--- src/rtl/lbev_ram.sv ---
`timescale 1ns / 1ps
`default_nettype none
module lbev_ram #(
  parameter int Width = 8,
  parameter int Depth = 256
) (
  input  wire logic                     clk_i,
  input  wire logic                     we_i,
  input  wire logic [$clog2(Depth)-1:0] waddr_i,
  input  wire logic [Width-1:0]         wdata_i,
  input  wire logic [$clog2(Depth)-1:0] raddr_i,
  output logic      [Width-1:0]         rdata_o
);

  logic [Width-1:0] mem_q [Depth];

  always_ff @(posedge clk_i) begin
    if (we_i) begin
      mem_q[waddr_i] <= wdata_i;
    end
    rdata_o <= mem_q[raddr_i];
  end

endmodule
`default_nettype wire

--- config.mk ---
export PLATFORM = sky130hd
export DESIGN_NAME = lbev_ram
export DESIGN_NICKNAME = d
export VERILOG_FILES = /design/src/rtl/lbev_ram.sv
export SDC_FILE = /design/constraint.sdc
export NUM_CORES = 2
export LEC_CHECK = 0
export BUFFER_PORTS_ARGS = -buffer_cell sky130_fd_sc_hd__buf_2
export CAP_MARGIN = 25
export CORE_ASPECT_RATIO = 0.8
export CORE_UTILIZATION = 29
export CTS_BUF_LIST = sky130_fd_sc_hd__clkbuf_8
export CTS_CLUSTER_SIZE = 40
export DETAILED_ROUTE_END_ITERATION = 12
export SLEW_MARGIN = 20
export SYNTH_ARGS = -nofsm -noshare
export SYNTH_HDL_FRONTEND = slang
export SYNTH_SLANG_ARGS = --single-unit
--- constraint.sdc ---
create_clock -name clk_i -period 3.2 [get_ports clk_i]
set_input_delay 0.48 -clock clk_i [delete_from_list [all_inputs] [get_ports clk_i]]
set_output_delay 0.48 -clock clk_i [all_outputs]
set_load 0.05 [all_outputs]
==> results.yml <==
critical_path:
  cp-start-kind: "flop"
  r2r_setup_slack_ns: 0.39
  worstPathRequired_ns: 3.96
  critPathBufInv: 1
  endpoint: "rdata_o[2]"
  critPathMostFrequentCell: "mux4_2"
  cp_slowest_stage_delay_ns: 0.78
  crit_fanout: 1
  path_cells: "mux4_2 > mux4_2 > nor2b_1 > nor4_1 > buf_4 > nor4_2"
  endpoint_kind: "flop"
  crit_path_top_delay_cell: "nor4_1"
  reg2regPathDepth: 6
  criticalPathCategory: "reg2reg"
  cp.arrival_ns: 3.57
  crit_start: "mem_q[67][2]"
  crit_cells: 6
  critPathTopFamily: "simple AND/OR/NAND/NOR gates"
  reg2reg_to: "rdata_o[2]"
  r2r-start: "mem_q[67][2]"
route:
  drc: 0
  totalWireLength_mm: 209
  vias: 41139
  drt_iter0_drc: 5135
  dr.pass1.iters: 5
  ant_nets: 0
  post_drt_wl_per_cell_um: 25.4
  avgViaCountPerCell: 4.99
clock_network:
  clk_pin_slew_ns: 0.07
  clk-insertion-delay-late_ns: 0.91
  h-tree-depth: 5
  cts_sinks: 2056
  cts_buffers: 308
  postCtsHoldBufs: 3
  root_buffer: "clkbuf_8"
  post_cts_buffers: 0
  cts_tree: "yes"
  cts_buffer_depth: 4
  cts_resized: 0
placed_design:
  post-dp-hpwl_mm: 133
  finalWeightedCongestion: 0.854
  portBuffers: 33
  dp_cells: 7700
  placed_area_um2: 87600
synthesis:
  synthSimpleGateAreaFrac_pct: 2.63
  ys.flop_type: "edfxtp_1"
  synth-seq-cells: 2056
  yosys.area_share.adder_pct: 0
  seq_area_frac_synth_pct: 77.5
  synth_nets: 3759
  yosysWarnings: 0
  synth.cell_area_um2: 79600
  syn_area_per_cell_um2: 21.3
  synth_cells: 3733
  synth_top_family_by_area: "multiplexers"
  synth_compound_area_share_pct: 3.42
  async_flop_share_pct: 0
  ys_types: 55
  synth-edff-count: 2048
  muxShareOfSynthArea_pct: 14.6
  synthXorXnorAreaFrac_pct: 0
floorplanning:
  floorplan.rows: 171
  fp.coreArea_um2: 272000
  die_w_um: 588
  die_h_um: 470
  io_pins: 34
  dieArea_um2: 276000
  start_util_pct: 29.2
power_and_ir_drop:
  vdd_drop_max_mv: 0.314
  swShare_pct: 23.2
  internal_power_mw: 40.1
  p_total_mw: 52.2
  power.switching_mw: 12.1
  seqPwrFrac_pct: 57.0
  comb_power_share_pct: 5.9
  power.density_nw_per_um2: 561
  leakagePower_nw: 29.5
  pwr-share-clk_pct: 37.1
job:
  max-cap-violations: 0
sta:
  finalMaxSlewViolations: 0
  whs_ns: 0.0500
  max_freq_mhz: 356
  rsz0062_at_grt: "false"
  fin_crit_sh_pct: 87.7
  min_period_ns: 2.81
  hold_viol: 0
  fin_skew_ns: 0.0391
  setup_viol: 0
  timing.slew.headroom_pct: 39.7
  tightest_slew_ns: 0.903
cells_and_area:
  drive_gt1_share_pct: 30.6
  area_growth_pct: 16.9
  fill_cells: 25615
  final_nets: 4406
  instances_no_fill: 8238
  finish.instance_area_um2: 93000
global_routing:
  grt_pass1_vias: 41227
  grt_max_degree: 117
  antenna_found_initial: 15
  grt.total_usage_pct: 14.8
  grt_first_pass_wirelength_mm: 300
  grt_overflow: 0
hold_path:
  hold_path_depth: 1
  hp-class: "in2reg"
status:
  status: "complete, no violations"
worst min-delay path by stage:
| stage | from | to | slack, ns |
|---|---|---|---|
| detailed placement | wdata_i[3] | mem_q[66][3] | 0.86 |
| floorplan | wdata_i[0] | mem_q[0][0] | 0.58 |
| global route | wdata_i[2] | mem_q[240][2] | 0.02 |
| global placement | wdata_i[3] | mem_q[242][3] | 0.86 |
| finish | wdata_i[2] | mem_q[230][2] | 0.05 |
| CTS | wdata_i[2] | mem_q[240][2] | 0.008 |
cells by family after synthesis:
group,after synthesis
AO/OA/AOI/OAI,385
buffers and inverters,235
flip-flops,2056
multiplexers,591
AND/OR/NAND/NOR,466
cells in the mapped netlist (10+ instances only):
cell      count  area (µm²)
clkbuf_1    111         417
o22ai_1      28         175
a21oi_1      96         480
nor2_1      282        1060
nor2b_1      31         194
buf_2        31         155
o221ai_1     46         403
nand3_1      34         170
o211ai_1     10        75.1
mux4_2      454       10200
nand4_1      10        62.6
a221oi_1     13         114
nand2_1      33         124
edfxtp_1   2048       61500
buf_1        22        82.6
a22oi_1     133         998
mux2i_1     134        1340
a211oi_1     16         120
buf_6        21         236
nor4_1       24         150
o21ai_0      10        50.1
buf_4        27         203
nor3_1       22         110
buf_8        13         195
worst register-to-register path, stage by stage, from the launching register on:
cell and delay (ns):
edfxtp_1 0.36, mux4_2 0.51, mux4_2 0.48, nor2b_1 0.24, nor4_1 0.79, buf_4 0.25
nor4_2 0.04
routing by layer:
metal	GRT usage, %	wire [µm]	vias up
met5	0	0	-
met4	3.48	3900	0
met3	3.48	20400	292
met2	21.9	92900	1941
met1	21.9	92000	21883
li1	-	-	17023
power by group through the flow:
stage	logic, mW	registers (mW)	clock network [mW]
detailed placement	3.06	30.3	0
finish	3.07	29.7	19.4
floorplan	1.44	30.3	0
global placement	3.03	30.3	0
CTS	3.07	29.7	19.8
global route	3.22	29.7	20.9
area by class of cell:
| class | instances | area (µm²) | area share, % |
|---|---|---|---|
| inverter | 2 | 7.51 | 0.00807 |
| clock inverter | 214 | 993 | 1.07 |
| sequential | 2056 | 61700 | 66.3 |
| clock buffer | 315 | 4340 | 4.66 |
| timing repair buffer | 570 | 4960 | 5.33 |
| multi-input combinational | 1442 | 16500 | 17.7 |
| tap | 3633 | 4550 | 4.89 |
| antenna | 6 | 15.0 | 0.0161 |
state kept, by name (all words and copies together) (netlist names):
register  count
mem_q      2048
rdata_o       8
through the flow:
stage | setup TNS, ns | utilization (%) | setup WS, ns
floorplan | 0 | - | 0.782
global placement | -0.587 | 32.2 | -0.363
detailed placement | -0.568 | 32.2 | -0.313
CTS | 0 | 34.2 | 0.374
global route | 0 | 34.2 | 0.360
finish | 0 | 34.2 | 0.394
cell usage in the layout, fill, tap and decap left out, types with 8 or more instances in the layout:
| cell type | instances |
|---|---|
| nor2_1 | 279 |
| buf_4 | 484 |
| nand2b_1 | 8 |
| a211oi_1 | 16 |
| nor2b_1 | 28 |
| edfxtp_1 | 2048 |
| a22oi_1 | 133 |
| nand4_1 | 10 |
| nor3_1 | 22 |
| a221oi_1 | 13 |
| dfxtp_1 | 8 |
| inv_6 | 9 |
| o211ai_1 | 10 |
| inv_1 | 101 |
| o21ai_0 | 10 |
| a22o_1 | 8 |
| o221ai_1 | 46 |
| buf_8 | 8 |
| mux4_2 | 454 |
| nor4_1 | 24 |
| nand2_1 | 33 |
| clkinv_1 | 65 |
| o22ai_1 | 28 |
| clkinv_2 | 30 |
| clkbuf_8 | 317 |
| a21oi_1 | 96 |
| mux2i_1 | 134 |
| buf_12 | 52 |
| nand3_1 | 34 |
| buf_2 | 21 |
Power figures use the tool's default switching activity.
