<file path="src/rtl/lbev_pkg.sv">
`timescale 1ns / 1ps
`default_nettype none
package lbev_pkg;

  localparam int GRID_ROWS = 256;
  localparam int GRID_COLS = 256;
  localparam int CELLS     = GRID_ROWS * GRID_COLS;
  localparam int CELL_AW   = $clog2(CELLS);

  localparam int CNT_W   = 6;
  localparam int CELL_DW = CNT_W + 16;

  localparam int DIV_NW = 24;
  localparam int DIV_DW = 16;
  localparam int DIV_CW = $clog2(DIV_NW + 1);

  localparam logic [2:0] CFG_X_LOW     = 3'd0;
  localparam logic [2:0] CFG_X_HIGH    = 3'd1;
  localparam logic [2:0] CFG_Y_LOW     = 3'd2;
  localparam logic [2:0] CFG_Y_HIGH    = 3'd3;
  localparam logic [2:0] CFG_Z_LOW     = 3'd4;
  localparam logic [2:0] CFG_Z_HIGH    = 3'd5;
  localparam logic [2:0] CFG_CELL_SIZE = 3'd6;

  localparam logic [2:0] STAT_STORED   = 3'd0;
  localparam logic [2:0] STAT_ZERO     = 3'd1;
  localparam logic [2:0] STAT_REGION   = 3'd2;
  localparam logic [2:0] STAT_GRID     = 3'd3;
  localparam logic [2:0] STAT_READOUT  = 3'd4;

  localparam logic FUNC_READ = 1'b1;

  typedef enum logic [3:0] {
    ST_CLR, ST_IDLE, ST_CHK, ST_DXH, ST_DYL, ST_DX, ST_DY, ST_DH,
    ST_GRID, ST_RD, ST_MOD, ST_OUT
  } state_e;

  localparam logic [7:0] DENSITY_LUT [64] = '{
    8'd0,   8'd42,  8'd67,  8'd85,  8'd98,  8'd109, 8'd119, 8'd127,
    8'd134, 8'd141, 8'd147, 8'd152, 8'd157, 8'd161, 8'd166, 8'd170,
    8'd173, 8'd177, 8'd180, 8'd183, 8'd186, 8'd189, 8'd192, 8'd194,
    8'd197, 8'd199, 8'd202, 8'd204, 8'd206, 8'd208, 8'd210, 8'd212,
    8'd214, 8'd216, 8'd217, 8'd219, 8'd221, 8'd223, 8'd224, 8'd226,
    8'd227, 8'd229, 8'd230, 8'd232, 8'd233, 8'd234, 8'd236, 8'd237,
    8'd238, 8'd239, 8'd241, 8'd242, 8'd243, 8'd244, 8'd245, 8'd246,
    8'd247, 8'd248, 8'd250, 8'd251, 8'd252, 8'd253, 8'd254, 8'd255
  };

endpackage
`default_nettype wire

</file>
<file path="src/rtl/lbev_div.sv">
`timescale 1ns / 1ps
`default_nettype none
module lbev_div (
  input  wire logic                           clk_i,
  input  wire logic                           rst_ni,
  input  wire logic                           start_i,
  input  wire logic [lbev_pkg::DIV_NW-1:0]    dividend_i,
  input  wire logic [lbev_pkg::DIV_DW-1:0]    divisor_i,
  output logic                                done_o,
  output logic      [lbev_pkg::DIV_NW-1:0]    quot_o,
  output logic      [lbev_pkg::DIV_DW-1:0]    rem_o
);

  logic                          run_q, run_d, done_q, done_d;
  logic [lbev_pkg::DIV_CW-1:0]   cnt_q, cnt_d;
  logic [lbev_pkg::DIV_NW-1:0]   quo_q, quo_d;
  logic [lbev_pkg::DIV_DW-1:0]   rem_q, rem_d, dv_q, dv_d;
  logic [lbev_pkg::DIV_DW:0]     shifted, diff;
  logic                          fits;

  assign shifted = {rem_q, quo_q[lbev_pkg::DIV_NW-1]};
  assign diff    = shifted - {1'b0, dv_q};
  assign fits    = shifted >= {1'b0, dv_q};

  always_comb begin
    run_d  = run_q;
    cnt_d  = cnt_q;
    quo_d  = quo_q;
    rem_d  = rem_q;
    dv_d   = dv_q;
    done_d = 1'b0;
    if (!run_q && start_i) begin
      run_d = 1'b1;
      cnt_d = '0;
      quo_d = dividend_i;
      rem_d = '0;
      dv_d  = divisor_i;
    end else if (run_q) begin
      quo_d = {quo_q[lbev_pkg::DIV_NW-2:0], fits};
      rem_d = fits ? diff[lbev_pkg::DIV_DW-1:0] : shifted[lbev_pkg::DIV_DW-1:0];
      cnt_d = cnt_q + 1'b1;
      if (cnt_q == lbev_pkg::DIV_CW'(lbev_pkg::DIV_NW - 1)) begin
        run_d  = 1'b0;
        done_d = 1'b1;
      end
    end
  end

  always_ff @(posedge clk_i or negedge rst_ni) begin
    if (!rst_ni) begin
      run_q  <= 1'b0;
      done_q <= 1'b0;
      cnt_q  <= '0;
    end else begin
      run_q  <= run_d;
      done_q <= done_d;
      cnt_q  <= cnt_d;
    end
  end

  always_ff @(posedge clk_i) begin
    quo_q <= quo_d;
    rem_q <= rem_d;
    dv_q  <= dv_d;
  end

  assign done_o = done_q;
  assign quot_o = quo_q;
  assign rem_o  = rem_q;

endmodule
`default_nettype wire

</file>
<file path="config.mk">
export PLATFORM = sky130hd
export DESIGN_NAME = lbev_div
export DESIGN_NICKNAME = d
export VERILOG_FILES = /design/src/rtl/lbev_pkg.sv /design/src/rtl/lbev_div.sv
export SDC_FILE = /design/constraint.sdc
export NUM_CORES = 1
export LEC_CHECK = 0
export ABC_AREA = 1
export BUFFER_PORTS_ARGS = -buffer_cell sky130_fd_sc_hd__buf_4
export CELL_PAD_IN_SITES_DETAIL_PLACEMENT = 1
export CELL_PAD_IN_SITES_GLOBAL_PLACEMENT = 2
export CORE_MARGIN = 2
export CORE_UTILIZATION = 31
export DETAILED_ROUTE_END_ITERATION = 8
export GPL_TIMING_DRIVEN = 1
export PLACE_DENSITY = 0.91
export SYNTH_ARGS = -nofsm -noshare
export SYNTH_HDL_FRONTEND = slang
export SYNTH_SLANG_ARGS = --single-unit
export TNS_END_PERCENT = 1
</file>
<file path="constraint.sdc">
create_clock -name clk_i -period 1.99 [get_ports clk_i]
set_input_delay 0.199 -clock clk_i [delete_from_list [all_inputs] [get_ports clk_i]]
set_output_delay 0.199 -clock clk_i [all_outputs]
set_load 0.02 [all_outputs]
</file>
==> results.txt, run 1 <==
----------------------------------------------------
[Die]
  Die Area ... 0.01282 sq mm
  Number of I/O pins ... between 80 and 90
  Number of rows in the core area ... 39
  Height of the chip ... 113.2 microns
  Die W ... ~110 microns
  Initial Util ... 32.11%
  Core Footprint ... 0.01152 sq mm

[Synthesis]
  Post-synth design cell area ... 0.003697 sq mm
  Count of cell types in the netlist ... 36
  Top cell type by total area after synthesis ... sky130_fd_sc_hd__edfxtp_1
  Gate Count Post-Synth ... 471
  Cell types with the largest area share after synthesis ... sky130_fd_sc_hd__edfxtp_1, sky130_fd_sc_hd__nand2_1, sky130_fd_sc_hd__dfxtp_1
  Yosys warns ... 0
  Sequential fraction of the synthesis area ... 45.89%
  Average footprint of a synthesized cell ... ~7.8 sq um
  Proportion of netlist area held by the largest area contributor ... 32.49%
  Mapped Nets ... 532
  Post-synthesis register bit count ... between 60 and 70

[Global routing]
  Antenna violations before repair ... 0
  Total Routing Usage GR ... 18.72%
  Wire length of the first global-routing pass ... ~19000 microns
  Total congestion overflow ... 0
  Pin count of the biggest net entering global routing ... 33
  Number of global-route vias before repair ... between 3000 and 4000

[STA]
  RSZ-0062 raised after global routing ... yes
  Fin. Hold Viols ... 0
  Worst slew margin relative to its limit ... 53.08%
  Final period utilization ... 95.78%
  Hold Slack ... around 0.031 ns
  Final Slew Violations ... 0
  Worst-margin pin slew ... 0.7028 ns
  Count of final setup violators ... 0
  Crit path time final ... 1.906 ns
  Clock Skew ... 0.005049 ns
  Max Clk Rate ... around 0.52 GHz

[Hold path]
  Type of the tightest min-delay check ... in2reg
  Critical hold path startpoint ... divisor_i[3]
  Number of instances on the worst hold path ... 1
  Terminating pin of the worst hold path ... dv_q[3]

[Critical path]
  Worst reg2reg path depth ... 11
  Register-to-register path setup slack ... 0.08 ns
  Critical Setup Path Class ... reg2reg
  R2R Path End ... rem_o[14]
  CP Data Arrival Time ... approximately 2.1 ns
  Origin of the critical flop-to-flop path ... quot_o[23]
  Data required, critical path ... 2.23 ns
  Maximum fanout along the worst path ... 4
  Crit start category ... flip-flop
  Endpoint type of the worst setup path ... flip-flop

[Run status]
  Violations in the final reports ... design-rule violations
  Outcome ... finished, violations left

[Cells and area]
  Layout Utilization ... between 40% and 50%
  Nets@finish ... roughly 650
  Filler Cell Count ... 1393
  Area of the multi-input gates ... between 0.0015 and 0.002 sq mm
  FF/Latch Area ... 0.001698 sq mm
  N_diodes ... 0
  Area overhead of the layout relative to synthesis ... 44.64%
  Share of post-route cells with drive strength above 1 ... 32.50%

[Detailed routing]
  ANT nets after route ... 0
  Average wire per standard cell ... 16.58 microns
  Post-detailed-route via-to-cell ratio ... between 4 and 5
  Overall via count from detail_route ... 3571
  Drt first pass iters ... 6
  Number of DRC markers after the initial detailed-route iteration ... 116
  Routed wire length ... 12270 microns
  Post-route DRC ... 2

[Power]
  Worst vdd ir ... 0.0006496 V
  Power Dens Cells ... 1849 mW/mm^2
  Leakage ... 2.596 nW
  Total power after layout ... 0.009886 W

[Clock tree]
  Maximum number of buffers from clock root to sink ... 2
  Num Clock Sinks ... between 60 and 70
  Register clock-pin slew on the reported worst setup and hold paths ... 0.06 ns
  Clock buffer count from CTS ... 9
  Clk_lat worst skew ... 0.34 ns
  Root Buffer Master ... sky130_fd_sc_hd__clkbuf_16
  CTS tree ... done
  Htree depth ... 3

[Job]
  Total of max-cap violations ... 0

[Placed design]
  Port Buf Inserts ... 83
  Global placement routability congestion ... approximately 0.85
  Detailed placement HPWL ... 8481 microns

----------------------------------------------------
[cells by family after synthesis]
kind of cell,after synthesis,synth area share [%]
buffers and inverters,83,9.170
adder cells (fa/ha/maj),18,6.294
XOR/XNOR,6,1.421
AND/OR/NAND/NOR,275,32.93
flip-flops,63,45.89
AO/OA/AOI/OAI,26,4.298
[flip-flops by register name (all words and copies together) (netlist names)]
register	cells
quot_o	24
dv_q	16
rem_o	16
cnt_q	5
done_o	1
run_q	1
[cell usage in the layout (no fill, tap or decap), drive strengths merged]
cell type    Yosys  layout
o21a             1       1
dfxtp           16      16
nand2          193     196
nand3           41      41
clkinvlp         0       3
ha              17      17
buf              4     116
nor2            24      24
edfxtp          40      40
clkinv           0       3
clkbuf           6       9
a22o             1       1
xor2             2       2
o21ai           11      11
dlygate4sd3      0       1
o21bai           1       1
xnor2            4       4
a21oi           11      11
dfrtp            7       7
fa               1       1
inv             73      74
nand3b           7       7
nand4            5       5
nor4             1       1
a31oi            1       1
nor3             4       4
[worst max path at each step]
stage | cells past startpoint | slack, ns | end | from
after floorplan | 11 | 0.05 | rem_o[14] | quot_o[23]
after CTS | 11 | 0.006 | rem_o[14] | quot_o[23]
after global routing | 13 | -0.08 | rem_o[14] | dv_q[9]
after global placement | 11 | -0.14 | rem_o[14] | quot_o[23]
after detailed placement | 11 | -0.17 | rem_o[14] | quot_o[23]
final | 11 | 0.08 | rem_o[14] | quot_o[23]
[synthesized netlist by cell type]
library cell / count
sky130_fd_sc_hd__nand2_4: 1
sky130_fd_sc_hd__inv_2: 5
sky130_fd_sc_hd__nor3_1: 4
sky130_fd_sc_hd__o21a_1: 1
sky130_fd_sc_hd__buf_2: 1
sky130_fd_sc_hd__buf_6: 2
sky130_fd_sc_hd__clkbuf_1: 6
sky130_fd_sc_hd__nand3_1: 36
sky130_fd_sc_hd__dfrtp_1: 7
sky130_fd_sc_hd__o21ai_1: 1
sky130_fd_sc_hd__inv_1: 68
sky130_fd_sc_hd__nand3_2: 5
sky130_fd_sc_hd__xor2_1: 2
sky130_fd_sc_hd__nand2_8: 1
sky130_fd_sc_hd__a31oi_1: 1
sky130_fd_sc_hd__nor2_8: 1
sky130_fd_sc_hd__edfxtp_1: 40
sky130_fd_sc_hd__nor2_2: 4
sky130_fd_sc_hd__a21oi_1: 9
sky130_fd_sc_hd__a21oi_2: 1
sky130_fd_sc_hd__nor2_1: 19
sky130_fd_sc_hd__buf_8: 1
sky130_fd_sc_hd__xnor2_1: 4
sky130_fd_sc_hd__nand2_1: 186
sky130_fd_sc_hd__fa_1: 1
sky130_fd_sc_hd__o21ai_0: 9
sky130_fd_sc_hd__dfxtp_1: 16
sky130_fd_sc_hd__o21ai_2: 1
sky130_fd_sc_hd__o21bai_1: 1
sky130_fd_sc_hd__a22o_1: 1
sky130_fd_sc_hd__nand3b_1: 7
sky130_fd_sc_hd__ha_1: 17
sky130_fd_sc_hd__a21oi_4: 1
sky130_fd_sc_hd__nor4_1: 1
sky130_fd_sc_hd__nand4_1: 5
sky130_fd_sc_hd__nand2_2: 5
[critical path, cell delays in order, from the launching register on]
cell and delay [ns]:
sky130_fd_sc_hd__edfxtp_1 0.35, sky130_fd_sc_hd__inv_1 0.08, sky130_fd_sc_hd__ha_2 0.19, sky130_fd_sc_hd__fa_2 0.40
sky130_fd_sc_hd__nor2_4 0.14, sky130_fd_sc_hd__nor2_4 0.06, sky130_fd_sc_hd__o21ai_4 0.17, sky130_fd_sc_hd__nand2_2 0.09
sky130_fd_sc_hd__nand3_2 0.10, sky130_fd_sc_hd__nand3_2 0.08, sky130_fd_sc_hd__nand2_1 0.08, sky130_fd_sc_hd__nand2_1 0.05
[timing repair]
| action | 4_1_cts | 5_1_grt |
|---|---|---|
| pin swaps | 4 | 10 |
| gates cloned | 0 | 3 |
| resized for setup | 7 | 48 |
| setup buffers | 1 | 4 |
| endpoints found under the setup margin | 12 | 17 |
| hold buffers | 1 | 0 |
| hold endpoints to repair | 7 | 0 |
[area by class of cell]
cell class / instances / area share (%)
Inverter: 73 / 5.124
Clock inverter: 7 / 0.9125
Tap cell: 143 / 3.346
Clock buffer: 9 / 4.212
Sequential cell: 63 / 31.75
Multi-Input combinational cell: 328 / 37.34
Timing Repair Buffer: 117 / 17.31
[where the power goes]
group	internal [W]	switching (W)	total, W
Clock	0.000841	0.000617	0.00146
Combinational	0.00247	0.00347	0.00594
Sequential	0.00207	0.000420	0.00249
Total	0.00538	0.00451	0.00989
[stage by stage]
step	std cells	setup WS (ns)	setup TNS, ns	cell area [sq um]
after detailed placement	715	-0.1688	-0.3657	4664
final	740	0.08393	0	5348
after global routing	740	-0.08307	-0.3644	5348
after global placement	715	-0.1377	-0.2364	4664
after floorplan	471	0.04644	0	3697
after CTS	733	0.006398	0	4984
[per-layer routing]
metal	routed length, microns	GRT usage, %
met5	0	0
met2	6130	31.70
met4	229	7.480
met3	730	5.785
met1	5176	22.15
(Power assumes the default switching activity.)
==> run 2: changes to the inputs <==
- CORE_UTILIZATION: 31 -> 28
- PLACE_DENSITY: 0.91 -> 0.87
- clock period: 1.99 -> 1.6 ns (I/O delays scaled with it)
==> run 2 against run 1 <==
Compared with the run above: the run ends with negative setup slack left; final area grew 12%; highest routed layer unchanged; global-route usage down 0.39 points; critical path type unchanged; cell count up 12%; clock power is 49% higher; critical endpoint unchanged.
==> results.txt, run 2 (synthesis gave the netlist of run 1 again) <==
----------------------------------------------------
[Critical path]
  Maximum fanout along the worst path ... 4
  Crit start category ... flip-flop
  Endpoint type of the worst setup path ... flip-flop
  Critical Setup Path Class ... reg2reg
  CP Data Arrival Time ... 2.13 ns
  Data required, critical path ... 1.82 ns

[Power]
  Power share of the combinational group ... slightly above 60%
  Power Dens Cells ... roughly 2300 mW/mm^2
  Sw Share ... 42.82%
  Worst vdd ir ... 0.0007704 V
  Leakage ... 2.946 nW
  Clock share of power ... 15.6%
  Internal power ... about 0.008 W
  Sequential fraction of design power ... 22.3%
  Switch Pwr ... 0.005942 W

[Cells and area]
  Commonest non-fill, non-tap cells in the layout ... sky130_fd_sc_hd__nand2_1, sky130_fd_sc_hd__buf_4, sky130_fd_sc_hd__inv_1
  Nets@finish ... 711
  Number of flip-flops in the largest register ... 24
  Area of the multi-input gates ... 0.002071 sq mm
  N_diodes ... 0
  Post-route non-filler standard cell count ... 827
  Share of post-route cells with drive strength above 1 ... 39.69%
  Area overhead of the layout relative to synthesis ... 62.50%
  Filler Cell Count ... 1493
  FF/Latch Area ... 0.001697 sq mm
  Most frequent standard cell in the layout excluding fill and tap cells ... sky130_fd_sc_hd__nand2_1
  Layout Utilization ... 47.04%

[Detailed routing]
  Overall via count from detail_route ... ~3800
  Routed wire length ... 12940 microns
  Average wire per standard cell ... approximately 16 microns
  Number of DRC markers after the initial detailed-route iteration ... 122
  Post-route DRC ... 0
  ANT nets after route ... 0
  Post-detailed-route via-to-cell ratio ... approximately 4.6
  Drt first pass iters ... 4

[Clock tree]
  Clk_lat worst skew ... 0.33 ns
  Num Clock Sinks ... 63
  Htree depth ... 3
  Maximum number of buffers from clock root to sink ... 2
  CTS tree ... done
  Root Buffer Master ... sky130_fd_sc_hd__clkbuf_16
  Register clock-pin slew on the reported worst setup and hold paths ... 0.06 ns
  Clock buffer count from CTS ... 9

[Global routing]
  Antenna violations before repair ... 0
  Total Routing Usage GR ... 18.33%
  Pin count of the biggest net entering global routing ... 29
  Number of global-route vias before repair ... about 4000
  Wire length of the first global-routing pass ... 20360 microns
  Total congestion overflow ... 0

[Hold path]
  Type of the tightest min-delay check ... in2reg

[Die]
  Number of I/O pins ... 84
  Number of rows in the core area ... 41
  Initial Util ... 28.95%
  Die W ... approximately 120 microns
  Height of the chip ... 118.9 microns
  Die Area ... around 0.014 sq mm
  Core Footprint ... 0.01277 sq mm

[Placed design]
  Port Buf Inserts ... 83
  Global placement routability congestion ... 0.8403
  Total instance count after detailed placement ... 785
  Placement-stage worst setup slack ... -0.4323 ns
  Detailed placement HPWL ... roughly 8700 microns

[STA]
  RSZ-0062 raised after global routing ... yes
  Fin. Hold Viols ... 0
  Clock Skew ... approximately 0.0083 ns
  Max Clk Rate ... 0.5243 GHz
  Setup ws final ... -0.3075 ns
  Hold Slack ... 0.01099 ns
  Count of final setup violators ... 17
  Worst slew margin relative to its limit ... 75.91%
  Final period utilization ... 119.2%
  Worst-margin pin slew ... 0.3580 ns
  Crit path time final ... between 1.5 and 2 ns
  Accumulated negative setup slack ... -4.042 ns
  Final Slew Violations ... 0

[Job]
  Total of max-cap violations ... 0

[Run status]
  Violations in the final reports ... negative setup slack
  Outcome ... finished, violations left

----------------------------------------------------
[run 2: through the flow]
stage | power, W | cell area (sq um)
floorplan | 0.007043 | 3711
global placement | 0.009956 | 5022
detailed placement | 0.01019 | 5022
CTS | 0.01353 | 5892
global route | 0.01488 | 6008
finish | 0.01388 | 6008
[run 2: area by class of cell]
| class | instances | share of cell area (%) |
|---|---|---|
| Tap cell | 172 | 3.582 |
| Clock buffer | 11 | 4.207 |
| Multi-Input combinational cell | 328 | 34.46 |
| Sequential cell | 63 | 28.24 |
| Timing Repair Buffer | 175 | 23.62 |
| Inverter | 73 | 4.561 |
| Clock inverter | 5 | 1.333 |
[run 2: path summary, 6_finish.rpt]
path / startpoint / cells past startpoint / slack [ns] / to
worst min-delay path: divisor_i[5] / 1 / 0.01 / dv_q[5]
worst max register to register: dv_q[0] / 10 / -0.31 / rem_o[14]
worst min register to register: rem_o[15] / 2 / 0.49 / rem_o[15]
worst max-delay path: dv_q[0] / 10 / -0.31 / rem_o[14]
max in group asynchronous: rst_ni / 2 / 1.30 / cnt_q[0]
min in group asynchronous: rst_ni / 2 / 0.17 / done_o
[run 2: critical path, stage by stage, from the launching register on]
cell                       delay, ns
sky130_fd_sc_hd__edfxtp_1       0.41
sky130_fd_sc_hd__ha_4           0.19
sky130_fd_sc_hd__fa_2           0.41
sky130_fd_sc_hd__nor2_4         0.14
sky130_fd_sc_hd__nor2_4         0.07
sky130_fd_sc_hd__o21ai_4        0.19
sky130_fd_sc_hd__nand2_2        0.10
sky130_fd_sc_hd__nand3_2        0.09
sky130_fd_sc_hd__nand3_2        0.08
sky130_fd_sc_hd__nand2_2        0.06
sky130_fd_sc_hd__nand2_1        0.05
[run 2: what timing repair did]
item                       CTS  global route
pin swaps                   13            16
hold endpoints to repair    19             1
buffers inserted             7             1
gates cloned                 4             0
setup endpoints to repair   17            17
gates resized for setup     38            33
hold buffers                13             1
[run 2: power groups by stage]
stage	Sequential, W	Combinational (W)	Clock (W)
final	0.00309	0.00861	0.00217
after floorplan	0.00363	0.00341	0
after global routing	0.00317	0.00943	0.00229
after CTS	0.00309	0.00823	0.00221
after detailed placement	0.00300	0.00720	0
after global placement	0.00299	0.00697	0
[run 2: per-layer routing]
| layer | vias to the layer above | wire length (microns) | global-route usage, % |
|---|---|---|---|
| li1 | 1861 | - | - |
| met1 | 1819 | 5423 | 22.00 |
| met2 | 92 | 6501 | 31.79 |
| met3 | 25 | 718 | 4.789 |
| met4 | 0 | 292 | 6.027 |
| met5 | - | 0 | 0 |
==> run 3: changes to the inputs <==
- CORE_MARGIN: 2 -> not set
==> run 3 against run 2 <==
Compared with the run above: the run still ends with negative setup slack left; non-clock buffer count grew 12; global-route usage grew 2.8 points; final area grew 2.7%; worst hold slack gained 0.0020 ns; worst setup slack gained 0.036 ns; sequential cell count is the same; die area shrank 3.3%; total power grew 2.0%; clock power shrank 11%; first-iteration DRC count grew 23%; largest power group unchanged.
==> results.txt, run 3 (synthesis gave the netlist of run 1 again) <==
----------------------------------------------------
[STA]
  Worst-margin pin slew ... just under 0.4 ns
  Clock Skew ... 0.009651 ns
  Final period utilization ... 117.0%
  Worst slew margin relative to its limit ... 73.89%
  Count of final setup violators ... 17
  Setup ws final ... -0.2717 ns
  Crit path time final ... 1.872 ns
  Fin. Hold Viols ... 0
  Max Clk Rate ... approximately 0.53 GHz
  RSZ-0062 raised after global routing ... yes
  Final Slew Violations ... 0

[Placed design]
  Global placement routability congestion ... 0.8084
  Placement-stage worst setup slack ... -0.4181 ns
  Port Buf Inserts ... 83
  Detailed placement HPWL ... slightly above 9000 microns

[Critical path]
  Worst reg2reg path depth ... 12
  Family of cells with the greatest summed delay on the critical path ... simple AND/OR/NAND/NOR gates
  Sum of buffers and inverters on the critical path ... 2
  Slowest stage cell on the critical path ... sky130_fd_sc_hd__edfxtp_1
  Origin of the critical flop-to-flop path ... dv_q[6]
  Critical Setup Path Class ... reg2reg
  CP cell instances ... inv_2, ha_4, nand2_4, nor2_4, nand3_2, nand3_4, nand2_8, buf_6, nand2_8, nand2_1, nand3_1, nand2_1
  Maximum fanout along the worst path ... 8
  Crit start category ... flip-flop
  CP Data Arrival Time ... 2.09 ns
  Logic depth of the worst path, buffers included ... 12
  Endpoint type of the worst setup path ... flip-flop
  Crit path from ... dv_q[6]
  Slowest stage delay, CP ... 0.35 ns
  Data required, critical path ... 1.82 ns

[Power]
  Total power after layout ... 0.01415 W
  Worst vdd ir ... 0.0009562 V
  Leakage ... about 3.0 nW
  Power Dens Cells ... 2293 mW/mm^2

[Clock tree]
  Clk_lat worst skew ... 0.33 ns
  Num Clock Sinks ... 63
  Htree depth ... 3
  Root Buffer Master ... sky130_fd_sc_hd__clkbuf_16
  Clock buffer count from CTS ... 9
  Register clock-pin slew on the reported worst setup and hold paths ... 0.06 ns
  Maximum number of buffers from clock root to sink ... 2
  CTS tree ... done

[Cells and area]
  Share of post-route cells with drive strength above 1 ... 44.96%
  Most frequent standard cell in the layout excluding fill and tap cells ... sky130_fd_sc_hd__buf_4
  Nets@finish ... between 700 and 800
  Commonest non-fill, non-tap cells in the layout ... sky130_fd_sc_hd__buf_4, sky130_fd_sc_hd__nand2_1, sky130_fd_sc_hd__inv_1
  Area overhead of the layout relative to synthesis ... 66.90%
  N_diodes ... 0
  Number of flip-flops in the largest register ... 24

[Global routing]
  Pin count of the biggest net entering global routing ... 32
  Number of global-route vias before repair ... roughly 4300
  Total congestion overflow ... 0
  Wire length of the first global-routing pass ... about 21000 microns
  Total Routing Usage GR ... 21.16%
  Antenna violations before repair ... 0

[Detailed routing]
  Overall via count from detail_route ... 3899
  Drt first pass iters ... 4
  Post-detailed-route via-to-cell ratio ... 4.658
  Average wire per standard cell ... 16.57 microns
  Post-route DRC ... 0
  ANT nets after route ... 0
  Routed wire length ... 13870 microns
  Number of DRC markers after the initial detailed-route iteration ... 150

[Hold path]
  Number of instances on the worst hold path ... 1
  Critical hold path startpoint ... divisor_i[3]
  Type of the tightest min-delay check ... in2reg

[Job]
  Total of max-cap violations ... 0

[Die]
  Initial Util ... 29.06%
  Die W ... between 100 and 150 microns
  Height of the chip ... 116.9 microns
  Number of I/O pins ... 84
  Die Area ... ~0.014 sq mm
  Number of rows in the core area ... 41
  Core Footprint ... 0.01272 sq mm

[Run status]
  Outcome ... finished, violations left
  Violations in the final reports ... negative setup slack

----------------------------------------------------
==> run 3: power by group <==
part,internal (W),leakage (nW),switching [W]
registers,0.00257,0.608,0.000536
clock network,0.00120,0.137,0.000728
logic,0.00408,2.27,0.00503
==> run 3: path summary, 6_finish.rpt <==
path	slack (ns)	end
max	-0.27	rem_o[11]
min	0.01	dv_q[3]
max reg2reg	-0.27	rem_o[11]
min reg2reg	0.51	cnt_q[4]
max in group asynchronous	1.30	run_q
min in group asynchronous	0.18	cnt_q[4]
==> run 3: repair_timing <==
item,4_1_cts,5_1_grt
endpoints found under the setup margin,17,17
gates cloned,1,0
gates resized for setup,63,59
endpoints found under the hold margin,20,1
pin swaps,15,22
hold buffers,14,1
setup buffers,12,1
==> run 3: through the flow <==
step           hold WS [ns]  setup TNS, ns  cell area (sq um)  utilization (%)  instances
2_1_floorplan       -0.1356         -5.914               3711                -        471
3_3_place_gp       -0.02455         -5.635               5087            39.99        792
3_5_place_dp       -0.02176         -6.191               5087            39.99        792
4_1_cts            0.002698         -3.306               5968            46.91        835
5_1_grt           0.0007054         -5.471               6171            48.51        837
6_report            0.01304         -3.954               6171            48.51        837
==> run 3: cell type report <==
| class | instances | area, sq um |
|---|---|---|
| clock inverters | 4 | 47.55 |
| repair buffers | 187 | 1521 |
| flip-flops and latches | 63 | 1698 |
| multi-input cells | 326 | 2178 |
| inverters | 73 | 274.0 |
| well taps | 172 | 215.2 |
| clock buffers | 12 | 236.5 |
| fillers | 1526 | 6551 |
==> run 3: worst reg2reg max path: cells and delay by family (launching register included) <==
family / cells / cell delay [ns]
adders and majority gates: 1 / 0.30
buffers and inverters: 2 / 0.18
DFF: 1 / 0.35
and+or+nand+nor: 9 / 0.91
==> run 3: per-layer routing <==
layer | up-vias | global-route usage, % | wire length, microns
met2 | 115 | 37.51 | 6995
met5 | - | 0 | 0
li1 | 1876 | - | -
met3 | 32 | 5.973 | 746
met4 | 0 | 8.945 | 344
met1 | 1876 | 23.81 | 5784
